==> src/rtl/core/savs_pkg.sv <==
// Shared constants, types and a rounding helper for the stereo allpass shaper.
package savs_pkg;

	localparam int DELAY_SLOTS = 2048;
	localparam int ADDR_W      = $clog2(DELAY_SLOTS);
	localparam int MAX_DELAY   = 1501;
	localparam int SAMPLE_BITS = 24;
	localparam int QBITS       = 28;
	localparam int PORT_SHIFT  = QBITS - (SAMPLE_BITS - 1);
	localparam int MW          = 36;
	localparam int PW          = 2 * MW;
	localparam int WORD_W      = 32;
	localparam int PADDR_W     = 3;

	// golden ratio conjugate in Q.28
	localparam logic signed [MW-1:0] GOLD = MW'(165902236);
	// reciprocals for exact floor division: x/6, x/120, x/3, x/45
	localparam logic signed [MW-1:0] RECIP6   = MW'(11184811);
	localparam logic signed [MW-1:0] RECIP120 = MW'(8947849);
	localparam logic signed [MW-1:0] RECIP3   = MW'(64'd5726623062);
	localparam logic signed [MW-1:0] RECIP45  = MW'(64'd3054198967);
	localparam int SH6   = 26;
	localparam int SH120 = 30;
	localparam int SH3   = 34;
	localparam int SH45  = 37;

	localparam logic REG_NUDGE = 1'b0;
	localparam logic REG_WET   = 1'b1;

	typedef struct packed {
		logic [15:0] nudge;
		logic [16:0] wet;
	} savs_cfg_t;

	// divide by 2^k, round to nearest, ties away from zero
	function automatic logic signed [PW-1:0] rnd_pow2(input logic signed [PW-1:0] p,
		input int k);
		logic [PW-1:0] m;
		logic [PW-1:0] r;
		m = p[PW-1] ? PW'(-p) : PW'(p);
		r = (m + (PW'(1) << (k - 1))) >> k;
		return p[PW-1] ? -$signed(r) : $signed(r);
	endfunction

endpackage

==> src/rtl/core/savs_mul.sv <==
// Shared signed multiplier with registered product.
module savs_mul (
	input  logic                            clk,
	input  logic signed [savs_pkg::MW-1:0]  a,
	input  logic signed [savs_pkg::MW-1:0]  b,
	output logic signed [savs_pkg::PW-1:0]  p_q
);
	import savs_pkg::*;

	always_ff @(posedge clk) begin
		p_q <= a * b;
	end
endmodule

==> config.mk <==
export PLATFORM = sky130hd
export DESIGN_NAME = savs_mul
export DESIGN_NICKNAME = d
export VERILOG_FILES = /design/src/rtl/core/savs_pkg.sv /design/src/rtl/core/savs_mul.sv
export SDC_FILE = /design/constraint.sdc
export NUM_CORES = 2
export LEC_CHECK = 0
export BUFFER_PORTS_ARGS = -buffer_cell sky130_fd_sc_hd__buf_2
export CORE_MARGIN = 2
export CORE_UTILIZATION = 35
export CTS_BUF_LIST = sky130_fd_sc_hd__clkbuf_2 sky130_fd_sc_hd__clkbuf_4 sky130_fd_sc_hd__clkbuf_8
export DETAILED_ROUTE_END_ITERATION = 6
export SYNTH_ARGS = -nofsm -noshare
export SYNTH_HDL_FRONTEND = slang
export SYNTH_SLANG_ARGS = --single-unit
==> constraint.sdc <==
create_clock -name clk -period 7.5 [get_ports clk]
set_input_delay 0.75 -clock clk [delete_from_list [all_inputs] [get_ports clk]]
set_output_delay 0.75 -clock clk [all_outputs]
set_load 0.05 [all_outputs]
==> impl_results.md <==
* Fin. Hold Viols at 0
* Multiplexer share of the synthesized area at less than 1%
* Core Region at 135,000 sq um
* Syn_nets at 6,775
* Max reg flops at 72
* Initial Util at roughly a third
* TNS Setup at -0.00354 ns
* FF+latch count, synth at 72
* Gr ovfl total at 0
* CTS H-tree depth at 3
* Largest Register: p_q
* Final Util at about two fifths
* Final GP Congestion at 0.926
* CP max FO at 12
* Fraction of the yosys area taken by sequential cells at under 10%
* Post-Syn Area per Cell at just over 9 sq um
* Drt via density at roughly 4.8
* Die area at 138,000 sq um
* Synthesis-to-finish area growth at 19.3%
* Slew @ Worst Pin at between 0.6 and 0.7 ns
* Post-route cell area at about 57,000 sq um
* Post-synth ARST share at 0%
* 1st-pass router iterations at 5
* Placed cell area at around 54,000 sq um
* Netlist cell types at between 60 and 70
* Fraction of layout cells with a size suffix above 1 at a little under a fifth
* Crit path kind: in2reg
* Fin Hold WS at 0.941 ns
* Post-Synth Simple-Gate Area at between 15 and 20%
* CP max-delay cell: fa_1
* Final ANT Viol Nets at 0
* Pins over their slew limit at 0
* DR WL/cell at roughly 20 um
* CP bufs+invs at 7
* Ys Warns at 0
* CP arrival at ~8 ns
* CP most frequent cell: fa_1
* Clock transition at the registers of the reported paths at 0.09 ns
* Syn Inst Count at 5,104
* Most frequent cells in the layout: 1,317 x fa_1, 1,308 x inv_1, 743 x nand2_1, 541 x and2_1, 509 x buf_4
* Final Cycle Share at 100%
* Ports at around 150
* I/O Buffers at 144
* Endpoints failing setup at 1
* RSZ-0062 raised after global routing: true
* Worst Slack Setup Final at -0.00354 ns
* Clk buf depth at 2
* Max-Cap Viols at 0
* Drt total wl at ~140,000 um
* Die H at roughly 370 um
* Final min period at between 7 and 8 ns
* Mapped Area at 47,400 sq um
* Clk sinks at ~70
* Horiz. Die Dim at ~370 um
* Failing checks: negative setup slack
* Crit path capture type: register
* Worst slew margin at around three fifths
* FMAX at about 130 MHz
* CTS tree: done
* Startpoint types: primary input
* Post-synthesis xor/xnor area fraction at approximately 1.5%
* Largest net degree at the start of global routing at 26
* Root Driver: clkbuf_8
* Total number of vias at roughly 35,000
* Residual DRC at 0
* Post-synth top flop: dfxtp_1
* Leading cell type in the layout, fill and taps excluded: fa_1
* CTS buffer count at 9
* Largest family of logic cells by synthesized area: adder cells
* Top flop regs: p_q x72
* CP peak stage delay at roughly 0.56 ns
* Fin nets at 7,243
* Vias in the first global route at roughly 39,000
* First-pass GRT wire length at approximately 230,000 um
* Post-synthesis compound-gate area fraction at under 10%
* Core Rows at around 140
* Detail Placement HPWL at roughly 130,000 um
* Status: finished with violations
* Post-synthesis adder-cell area fraction at 64.0%
* Required @ worst endpoint at between 7 and 8 ns
* Initial antenna violation count at 13
* DR iter-0 viols at ~1,800
* Post-synth EDFFs at 0
* Tot GR Track Use at between 20 and 25%
* Family with the most delay on the worst path: adder cells
* Worst hold path type: in2reg
path summary, 6_finish.rpt:
path              startpoint  endpoint  cells after the start
setup / recovery        b[3]   p_q[53]                     26
hold / removal          a[0]    p_q[0]                      3
per-stage QoR:
stage	setup WS [ns]	std cells
detailed placement	-1.15	7279
CTS	-0.0583	7322
finish	-0.00354	7367
floorplan	-0.0151	5104
global route	-0.192	7367
global placement	-1.13	7279
timing repair:
action | CTS | global route
cloned | 2 | 12
setup endpoints to repair | 37 | 36
pin swaps | 88 | 137
gates resized for setup | 204 | 249
hold buffers | 0 | 0
setup buffers | 27 | 26
cell usage after synthesis (15+ instances only):
cell type,n,area [sq um]
a21o_1,37,278
inv_1,1344,5040
xor2_1,28,245
and2_1,559,3500
nand4_1,20,125
ha_1,219,2740
xnor2_1,52,455
nand2_1,760,2850
dfxtp_1,72,1440
a21oi_1,69,345
fa_1,1379,27600
nand3_1,18,90.1
nor2b_1,36,225
o21ai_0,29,145
nor2_1,43,161
clkbuf_1,287,1080
o21ai_1,15,75.1
cells by family (layout without fill, tap and decap cells):
group                      Yosys count  after routing
xor gates and xnor gates            80             80
other                                0              9
buffers and inverters             1637           2110
muxes                                2              2
DFF                                 72             72
and+or+nand+nor                   1487           1487
AOI/OAI and AO/OA                  228            228
adders and majority gates         1598           1598
layer usage:
| metal | vias to the layer above | global-route usage, % | wire (um) |
|---|---|---|---|
| met1 | 18500 | 27.4 | 57300 |
| met4 | 8 | 8.68 | 6840 |
| met2 | 981 | 36.8 | 72400 |
| li1 | 15300 | - | - |
| met5 | - | 0 | 46 |
| met3 | 254 | 2.98 | 7740 |
final cells by class:
cell class              instances  area, sq um
fillers                     13100        78400
multi-input cells            3395        41000
repair buffers                750         6590
inverters                    1344         5050
well taps                    1781         2230
flip-flops and latches         72         1440
clock buffers                   9          124
clock inverters                 7         80.1
diodes                          9         22.5
Power is not shown: default switching activity piles up to over one toggle a cycle in this logic, so the estimate is an artifact.
