$ cat src/rtl/core/savs_pkg.sv
// Shared constants, types and a rounding helper for the stereo allpass shaper.
package savs_pkg;

	localparam int DELAY_SLOTS = 2048;
	localparam int ADDR_W      = $clog2(DELAY_SLOTS);
	localparam int MAX_DELAY   = 1501;
	localparam int SAMPLE_BITS = 24;
	localparam int QBITS       = 28;
	localparam int PORT_SHIFT  = QBITS - (SAMPLE_BITS - 1);
	localparam int MW          = 36;
	localparam int PW          = 2 * MW;
	localparam int WORD_W      = 32;
	localparam int PADDR_W     = 3;

	// golden ratio conjugate in Q.28
	localparam logic signed [MW-1:0] GOLD = MW'(165902236);
	// reciprocals for exact floor division: x/6, x/120, x/3, x/45
	localparam logic signed [MW-1:0] RECIP6   = MW'(11184811);
	localparam logic signed [MW-1:0] RECIP120 = MW'(8947849);
	localparam logic signed [MW-1:0] RECIP3   = MW'(64'd5726623062);
	localparam logic signed [MW-1:0] RECIP45  = MW'(64'd3054198967);
	localparam int SH6   = 26;
	localparam int SH120 = 30;
	localparam int SH3   = 34;
	localparam int SH45  = 37;

	localparam logic REG_NUDGE = 1'b0;
	localparam logic REG_WET   = 1'b1;

	typedef struct packed {
		logic [15:0] nudge;
		logic [16:0] wet;
	} savs_cfg_t;

	// divide by 2^k, round to nearest, ties away from zero
	function automatic logic signed [PW-1:0] rnd_pow2(input logic signed [PW-1:0] p,
		input int k);
		logic [PW-1:0] m;
		logic [PW-1:0] r;
		m = p[PW-1] ? PW'(-p) : PW'(p);
		r = (m + (PW'(1) << (k - 1))) >> k;
		return p[PW-1] ? -$signed(r) : $signed(r);
	endfunction

endpackage

$ cat src/rtl/core/savs_cfg.sv
// APB register file: nudge amount and wet mix.
module savs_cfg (
	input  logic                          clk,
	input  logic                          arst_n,
	input  logic                          psel,
	input  logic                          penable,
	input  logic                          pwrite,
	input  logic [savs_pkg::PADDR_W-1:0]  paddr,
	input  logic [31:0]                   pwdata,
	output logic [31:0]                   prdata,
	output logic                          pready,
	output savs_pkg::savs_cfg_t           cfg
);
	import savs_pkg::*;

	savs_cfg_t cfg_q;
	logic      wr_en;

	assign pready = 1'b1;
	assign wr_en  = psel & penable & pwrite & pready;
	assign cfg    = cfg_q;

	always_ff @(posedge clk or negedge arst_n) begin
		if (!arst_n) begin
			cfg_q.nudge <= '0;
			cfg_q.wet   <= 17'd65536;
		end else if (wr_en) begin
			unique case (paddr[2])
				REG_NUDGE: cfg_q.nudge <= pwdata[15:0];
				REG_WET:   cfg_q.wet   <= pwdata[16:0];
				default: ;
			endcase
		end
	end

	always_comb begin
		unique case (paddr[2])
			REG_NUDGE: prdata = 32'(cfg_q.nudge);
			REG_WET:   prdata = 32'(cfg_q.wet);
			default:   prdata = '0;
		endcase
	end
endmodule
$ cat config.mk
export PLATFORM = sky130hd
export DESIGN_NAME = savs_cfg
export DESIGN_NICKNAME = d
export VERILOG_FILES = /design/src/rtl/core/savs_pkg.sv /design/src/rtl/core/savs_cfg.sv
export SDC_FILE = /design/constraint.sdc
export NUM_CORES = 1
export LEC_CHECK = 0
export BUFFER_PORTS_ARGS = -buffer_cell sky130_fd_sc_hd__buf_2
export CAP_MARGIN = 30
export CORE_MARGIN = 3
export CORE_UTILIZATION = 40
export CTS_CLUSTER_DIAMETER = 200
export CTS_CLUSTER_SIZE = 8
export DETAILED_ROUTE_END_ITERATION = 6
export GPL_ROUTABILITY_DRIVEN = 0
export HOLD_SLACK_MARGIN = 0.05
export PLACE_DENSITY = 0.84
export RECOVER_POWER = 50
export SYNTH_ARGS = -nofsm -noshare
export SYNTH_HDL_FRONTEND = slang
export SYNTH_SLANG_ARGS = --single-unit
$ cat constraint.sdc
create_clock -name clk -period 1.25 [get_ports clk]
set_input_delay 0.0625 -clock clk [delete_from_list [all_inputs] [get_ports clk]]
set_output_delay 0.0625 -clock clk [all_outputs]
set_load 0.1 [all_outputs]
==> run_results.csv, run 1 <==
group,metric,value,unit
place,io_buffers,72,
die,coreArea,0.00380,mm2
routing,route.vias.total,1175,
timing,finalSetupViolations,0,
worst_setup_path,cp-start-kind,"flip-flop",
yosys,ys_top_cells_by_count,"mux2_2, dfrtp_1, buf_4",
timing,tns,0,ns
worst_setup_path,crit_arrival,1.16,ns
power,p_comb_share,65.3,%
layout,area_growth,58.3,%
clock_network,clock_latency,0.28,ns
power,ir_drop,0.00143,V
worst_setup_path,r2r_slack,0.40,ns
power,p_switching,3.94,mW
die,dieHeight,69.9,um
timing,rsz0062_at_grt,"true",
routing,ant_nets,0,
yosys,yosysWarnings,0,
clock_network,path_clk_slew,0.07,ns
outcome,status,"finished clean",
min_path,hold_path_class,"primary input to asynchronous set/reset pin",
worst_setup_path,critPathRequiredTime,1.19,ns
routing,drc,0,
routing,postRouteWirelength,3840,um
timing,hold_slack,0.263,ns
global_route,antenna_found_initial,0,
power,p_seq_share,22.1,%
worst_setup_path,reg2reg_depth,2,
place,place_area,0.00236,mm2
power,internal_power,2.97,mW
timing,max_freq,0.817,GHz
yosys,synth_area_leader_cell,"dfrtp_1",
worst_setup_path,crit_slowest_cell,"dfrtp_2",
yosys,synth_edf_count,0,
layout,antenna_cells,0,
yosys,synthArstFlopShare,100,%
power,clockPowerShare,12.6,%
layout,finalNetCount,244,
worst_setup_path,crit_path_max_fanout,3,
worst_setup_path,path_cells,"mux2_4, buf_12",
clock_network,clock_path_buffers,2,
yosys,yosys.cell_count.top_type,"mux2_2",
routing,wl_per_cell,15.2,um
clock_network,cts_resized,0,
layout,drive_gt1_share,73.7,%
routing,drt_iter0_drc,12,
global_route,grt_pass1_wl,6170,um
yosys,synth_area_leaders,"dfrtp_1, mux2_2, mux2_4",
die,initial_core_util,43.0,%
worst_setup_path,r2r_start,"cfg[16]$_DFFE_PN1P_",
yosys,ys_types,11,
routing,first_pass_iters,4,
die,io_pins,106,
worst_setup_path,r2r-end,"cfg[16]$_DFFE_PN1P_",
power,p_leak,1.23,nW
worst_setup_path,max_stage_delay,0.42,ns
global_route,first_global_vias,1263,
die,die_x,69.9,um
power,swShare,57.0,%
timing,min_period,1.22,ns
power,power.total,6.92,mW
routing,routed_via_density,4.64,
layout,nFillCells,270,
global_route,grt_max_degree,21,
yosys,ys_seq_area_share,50.6,%
global_route,grt_overflow,0,
clock_network,cts_tree,"built",
clock_network,clkSinkCount,33,
layout,largest_reg_flops,33,
worst_setup_path,endpoint_kind,"output pin",
clock_network,clockRootBuffer,"clkbuf_8",
yosys,yosys_most_used_dff,"dfrtp_1",
layout,postLayoutCoreUtil,68.1,%
yosys,synth_area,0.00163,mm2
timing,final_max_slew_viol_count,0,
power,powerDensity,2670,mW/mm2
clock_network,cts_inserted_buffers,5,
layout,seq_area,867,um2
global_route,grtUsageTotal,16.1,%
timing,fin_worst_skew,0,ns
die,rows,22,
yosys,ys_ff_latch,33,
yosys,avgSynthCellArea,15.3,um2
place,dp_hpwl,2740,um
layout,multi_input_area,726,um2
timing,finalHoldViolCount,0,
worst_setup_path,crit_type,"flip-flop to output pin",
layout,design_area,0.00259,mm2
timing,period_share,97.9,%
die,dieArea,0.00489,mm2
flow_run,cap_viol_max_count,0,
clock_network,cts_max_level,2,
yosys,postSynthCellCount,107,
yosys,synth_top_area_share,49.0,%
==> critical path: cells and delay by family (launching register included) <==
| kind | cells | cell delay, ns |
|---|---|---|
| flip-flops | 1 | 0.42 |
| multiplexers | 1 | 0.29 |
| buffers and inverters | 1 | 0.17 |
==> power by group through the flow <==
stage / Combinational, mW / Clock [mW] / Sequential (mW)
detailed placement: 4.51 / 0 / 1.56
global placement: 4.48 / 0 / 1.54
floorplan: 1.76 / 0 / 3.28
global route: 4.61 / 0.937 / 1.57
finish: 4.52 / 0.870 / 1.53
CTS: 4.57 / 0.883 / 1.53
==> per-stage QoR <==
stage	setup slack (ns)	instances
2_1_floorplan	-0.0763	121
3_3_place_gp	0.155	226
3_5_place_dp	0.145	226
4_1_cts	0.0231	253
5_1_grt	-0.00242	253
6_report	0.0261	253
==> how the worst max path moves through the flow <==
stage / slack (ns) / endpoint / startpoint / depth (start not counted)
after floorplan: -0.08 / prdata[16] / cfg[16]$_DFFE_PN1P_ / 1
after global placement: 0.15 / cfg[20]$_DFFE_PN0P_ / paddr[2] / 4
after detailed placement: 0.14 / cfg[20]$_DFFE_PN0P_ / paddr[2] / 4
after CTS: 0.02 / prdata[0] / cfg[17]$_DFFE_PN0P_ / 2
after global routing: -0.002 / prdata[9] / cfg[26]$_DFFE_PN0P_ / 2
final: 0.03 / prdata[11] / cfg[28]$_DFFE_PN0P_ / 2
==> cell families after synthesis <==
kind of cell	Yosys count	share of synthesized area, %
multiplexers	49	36.1
flip-flops	33	50.6
buffers and inverters	20	9.72
AND/OR/NAND/NOR	3	3.14
other	2	0.460
==> area by class of cell <==
cell class / count / area share (%)
clock buffer: 7 / 3.73
clock inverter: 1 / 0.194
multi-input combinational: 68 / 28.1
sequential: 33 / 33.5
tap: 48 / 2.32
timing repair buffer: 96 / 32.2
==> placed cells by master (no fill, tap or decap) <==
cell type	n
dlygate4sd3_1	18
mux2_2	23
buf_4	3
nand4_4	1
dfrtp_2	32
nand4b_1	1
buf_2	40
and2_4	1
buf_12	18
dfstp_2	1
conb_1	16
mux2_1	6
clkbuf_1	13
clkbuf_2	4
mux2_4	20
clkbuf_8	7
clkinv_2	1
==> layer usage <==
layer,vias up,wire length [um],global-route usage [%]
li1,537,-,-
met1,583,1320,16.3
met2,50,2190,30.5
met3,5,285,5.32
met4,0,40,5.11
met5,-,0,0
==> what timing repair did <==
action / CTS / global route
endpoints found under the hold margin: 52 / 0
endpoints found under the setup margin: 1 / 1
buffers inserted: 1 / 0
hold buffers: 18 / 0
Note: power is estimated with default switching activity, not from simulation.
==> inputs of run 2 (changes only) <==
--- a/config.mk
+++ b/config.mk
@@ -7,6 +7,7 @@
 export LEC_CHECK = 0
 export BUFFER_PORTS_ARGS = -buffer_cell sky130_fd_sc_hd__buf_2
 export CAP_MARGIN = 30
+export CORE_ASPECT_RATIO = 0.6
 export CORE_MARGIN = 3
 export CORE_UTILIZATION = 40
 export CTS_CLUSTER_DIAMETER = 200
==> run_results.csv, run 2 (same netlist as run 1, synthesis figures left out) <==
group,metric,value,unit
outcome,status,"finished clean",
layout,layout_commonest_cell,"buf_2",
timing,finalHoldViolCount,0,
place,dp_hpwl,2810,um
global_route,grtUsageTotal,16.4,%
clock_network,clkSinkCount,33,
clock_network,clock_path_buffers,2,
global_route,grt_max_degree,34,
flow_run,cap_viol_max_count,0,
die,die_x,88.5,um
place,place_area,0.00236,mm2
timing,tns,0,ns
worst_setup_path,crit_slowest_cell,"dfrtp_2",
layout,antenna_cells,0,
die,io_pins,106,
routing,wl_per_cell,15.5,um
layout,largest_reg_flops,33,
die,dieArea,0.00491,mm2
timing,rsz0062_at_grt,"true",
global_route,first_global_vias,1206,
power,ir_drop,0.00171,V
routing,first_pass_iters,4,
power,p_leak,1.26,nW
timing,period_share,96.9,%
routing,routed_via_density,4.51,
worst_setup_path,path_cells,"mux2_4, buf_12",
worst_setup_path,crit_type,"flip-flop to output pin",
timing,tightest_slew,0.792,ns
timing,finalSetupViolations,0,
timing,min_period,1.21,ns
timing,fin_worst_skew,0,ns
die,dieHeight,55.5,um
clock_network,clock_latency,0.27,ns
timing,fin_ws,0.0384,ns
routing,route.vias.total,1132,
routing,drc,0,
place,io_buffers,72,
timing,relSlewSlack,47.2,%
die,rows,17,
min_path,hold_path_class,"primary input to flip-flop",
clock_network,cts_max_level,2,
routing,postRouteWirelength,3900,um
layout,area_growth,58.2,%
clock_network,path_clk_slew,0.07,ns
routing,drt_iter0_drc,9,
layout,drive_gt1_share,78.9,%
clock_network,clockRootBuffer,"clkbuf_8",
timing,max_freq,0.825,GHz
worst_setup_path,endpoint_kind,"output pin",
worst_setup_path,crit_path_max_fanout,3,
layout,design_area,0.00258,mm2
die,coreArea,0.00379,mm2
worst_setup_path,cp-start-kind,"flip-flop",
clock_network,cts_resized,0,
worst_setup_path,max_stage_delay,0.41,ns
clock_network,cts_tree,"built",
timing,final_max_slew_viol_count,0,
place,post-place-ws,0.111,ns
global_route,grt_overflow,0,
global_route,grt_pass1_wl,6050,um
worst_setup_path,critPathRequiredTime,1.19,ns
layout,finalNetCount,243,
power,powerDensity,2680,mW/mm2
worst_setup_path,crit_arrival,1.15,ns
global_route,antenna_found_initial,0,
layout,layout_common_cells,"buf_2, dfrtp_2, mux2_2",
routing,ant_nets,0,
die,initial_core_util,43.2,%
clock_network,cts_inserted_buffers,5,
-- run 2: metrics by stage --
stage          cells  hold slack, ns  total power [mW]  utilization (%)
2_1_floorplan    121          -0.233              5.04                -
3_3_place_gp     225           0.107              6.02             62.3
3_5_place_dp     225           0.108              6.08             62.3
4_1_cts          250          0.0529              7.00             69.4
5_1_grt          251          0.0502              7.14             68.3
6_report         251          0.0485              6.92             68.3
-- run 2: cell type report --
type | count | area (um2)
repair buffers | 95 | 833
clock buffers | 7 | 96.3
well taps | 47 | 58.8
flip-flops and latches | 33 | 867
multi-input cells | 68 | 724
fillers | 297 | 1200
clock inverters | 1 | 5.00
-- run 2: worst paths after layout --
path                                     startpoint                  end  slack (ns)  depth (start not counted)
worst min register to register  cfg[20]$_DFFE_PN0P_  cfg[20]$_DFFE_PN0P_        0.52                          1
worst min-delay path                      pwdata[5]  cfg[22]$_DFFE_PN0P_        0.05                          2
min in group asynchronous                    arst_n   cfg[1]$_DFFE_PN0P_        0.52                          3
worst max-delay path            cfg[18]$_DFFE_PN0P_            prdata[1]        0.04                          2
worst max register to register  cfg[16]$_DFFE_PN1P_  cfg[16]$_DFFE_PN1P_        0.37                          2
max in group asynchronous                    arst_n  cfg[22]$_DFFE_PN0P_        0.17                          3
-- run 2: power breakdown --
part / internal, mW / switching (mW) / total (mW)
Sequential: 1.35 / 0.179 / 1.53
Clock: 0.497 / 0.359 / 0.857
Combinational: 1.14 / 3.39 / 4.53
Total: 2.99 / 3.93 / 6.92
-- run 2: timing repair --
| action | in CTS | in global routing |
|---|---|---|
| hold endpoints to repair | 61 | 0 |
| buffers inserted | 0 | 1 |
| endpoints found under the setup margin | 0 | 2 |
| hold buffers | 17 | 0 |
-- run 2: worst max-delay path: cells and delay by family (launching register included) --
family                 cells  cell delay, ns
flip-flops                 1            0.41
multiplexers               1            0.29
buffers and inverters      1            0.17
-- run 2: per-layer routing --
metal	global-route usage, %	vias up	routed length, um	share of wire [%]
met1	18.7	554	1520	39
met4	4.53	0	45	1.2
met5	0	-	0	0
li1	-	529	-	-
met3	5.37	4	259	6.6
met2	29.0	45	2080	53
==> inputs of run 3 (changes only) <==
==> constraint.sdc (replaced) <==
create_clock -name clk -period 1.3 [get_ports clk]
set_input_delay 0.065 -clock clk [delete_from_list [all_inputs] [get_ports clk]]
set_output_delay 0.065 -clock clk [all_outputs]
set_load 0.1 [all_outputs]
==> run_results.csv, run 3 (same netlist as run 1, synthesis figures left out) <==
group,metric,value,unit
layout,layout_common_cells,"buf_2, dfrtp_2, mux2_4, mux2_2",
routing,drc,0,
routing,ant_nets,0,
place,dp_hpwl,2640,um
timing,finalSetupViolations,0,
timing,min_period,1.24,ns
clock_network,clkSinkCount,33,
timing,finalHoldViolCount,0,
worst_setup_path,crit_path_max_fanout,3,
die,coreArea,0.00379,mm2
global_route,first_global_vias,1165,
worst_setup_path,endpoint_kind,"output pin",
power,p_leak,1.27,nW
global_route,grtUsageTotal,15.8,%
layout,layout_commonest_cell,"buf_2",
worst_setup_path,r2r-end,"cfg[24]$_DFFE_PN0P_",
worst_setup_path,crit_type,"flip-flop to output pin",
min_path,hold_path_class,"primary input to asynchronous set/reset pin",
power,p_switching,3.76,mW
power,p_comb_share,66.6,%
outcome,status,"finished clean",
global_route,grt_overflow,0,
timing,relSlewSlack,59.5,%
power,powerDensity,2530,mW/mm2
clock_network,cts_tree,"built",
worst_setup_path,r2r_slack,0.47,ns
power,swShare,57.5,%
die,rows,17,
clock_network,clock_latency,0.27,ns
die,dieArea,0.00491,mm2
die,dieHeight,55.5,um
timing,fin_worst_skew,0,ns
timing,final_max_slew_viol_count,0,
timing,period_share,95.1,%
timing,hold_slack,0.392,ns
worst_setup_path,cp-start-kind,"flip-flop",
global_route,antenna_found_initial,0,
power,internal_power,2.78,mW
routing,wl_per_cell,15.2,um
timing,max_freq,0.808,GHz
worst_setup_path,reg2reg_depth,1,
clock_network,clock_path_buffers,2,
flow_run,cap_viol_max_count,0,
die,initial_core_util,43.2,%
clock_network,path_clk_slew,0.06,ns
clock_network,clockRootBuffer,"clkbuf_8",
global_route,grt_max_degree,34,
clock_network,cts_resized,0,
layout,area_growth,58.0,%
routing,first_pass_iters,3,
worst_setup_path,crit_arrival,1.17,ns
clock_network,cts_max_level,2,
layout,antenna_cells,0,
worst_setup_path,r2r_start,"cfg[24]$_DFFE_PN0P_",
layout,largest_reg_flops,33,
timing,tightest_slew,0.606,ns
layout,drive_gt1_share,80.2,%
die,io_pins,106,
power,p_seq_share,22.6,%
layout,postLayoutCoreUtil,68.2,%
power,clockPowerShare,10.9,%
clock_network,postCtsSetupRepairBufs,0,
routing,routed_via_density,4.56,
place,io_buffers,72,
power,ir_drop,0.00147,V
routing,route.vias.total,1135,
die,die_x,88.5,um
layout,finalNetCount,241,
worst_setup_path,critPathRequiredTime,1.24,ns
clock_network,cts_inserted_buffers,5,
routing,drt_iter0_drc,20,
routing,postRouteWirelength,3770,um
global_route,grt_pass1_wl,5860,um
timing,rsz0062_at_grt,"false",
layout,nFillCells,287,
run 3: how the worst max path moves through the flow:
stage                              startpoint             endpoint  slack, ns
final                     cfg[16]$_DFFE_PN1P_           prdata[16]       0.06
after detailed placement             paddr[2]  cfg[19]$_DFFE_PN0P_       0.06
after floorplan           cfg[16]$_DFFE_PN1P_           prdata[16]      -0.03
after CTS                 cfg[16]$_DFFE_PN1P_           prdata[16]       0.06
after global placement               paddr[2]  cfg[18]$_DFFE_PN0P_       0.06
after global routing      cfg[16]$_DFFE_PN1P_           prdata[16]       0.04
run 3: metal layers:
layer  vias up  global-route usage (%)  routed length (um)
met1       563                    17.7                1510
met2        42                    28.5                2010
met3         2                    5.07                 228
met5         -                       0                   0
met4         0                    3.88                  27
li1        528                       -                   -
run 3: worst max-delay path: stages (launching register included):
cell	delay, ns
dfstp_2	0.57
and2_4	0.16
buf_12	0.16
run 3: layout make-up:
type | count | area [um2] | share of cell area (%)
timing repair buffer | 93 | 833 | 32.3
clock buffer | 8 | 80.1 | 3.10
tap | 47 | 58.8 | 2.28
sequential | 33 | 867 | 33.6
multi-input combinational | 68 | 743 | 28.8
run 3: power by group through the flow:
stage | clock network (mW) | logic (mW) | registers [mW]
3_5_place_dp | 0 | 4.34 | 1.49
6_report | 0.710 | 4.35 | 1.48
3_3_place_gp | 0 | 4.31 | 1.48
5_1_grt | 0.784 | 4.45 | 1.51
4_1_cts | 0.739 | 4.38 | 1.48
2_1_floorplan | 0 | 1.69 | 3.15
run 3: stage by stage:
| stage | instance area, um2 | setup TNS [ns] | instances | power [mW] | setup slack, ns |
|---|---|---|---|---|---|
| after floorplan | 1790 | -0.0288 | 121 | 4.85 | -0.0288 |
| after global placement | 2340 | 0 | 223 | 5.79 | 0.0623 |
| after CTS | 2600 | 0 | 249 | 6.60 | 0.0610 |
| after detailed placement | 2340 | 0 | 223 | 5.84 | 0.0563 |
| final | 2580 | 0 | 249 | 6.54 | 0.0631 |
| after global routing | 2580 | 0 | 249 | 6.74 | 0.0353 |
run 3: what timing repair did:
item,4_1_cts,5_1_grt
setup endpoints to repair,0,0
hold buffers,18,0
endpoints found under the hold margin,65,0
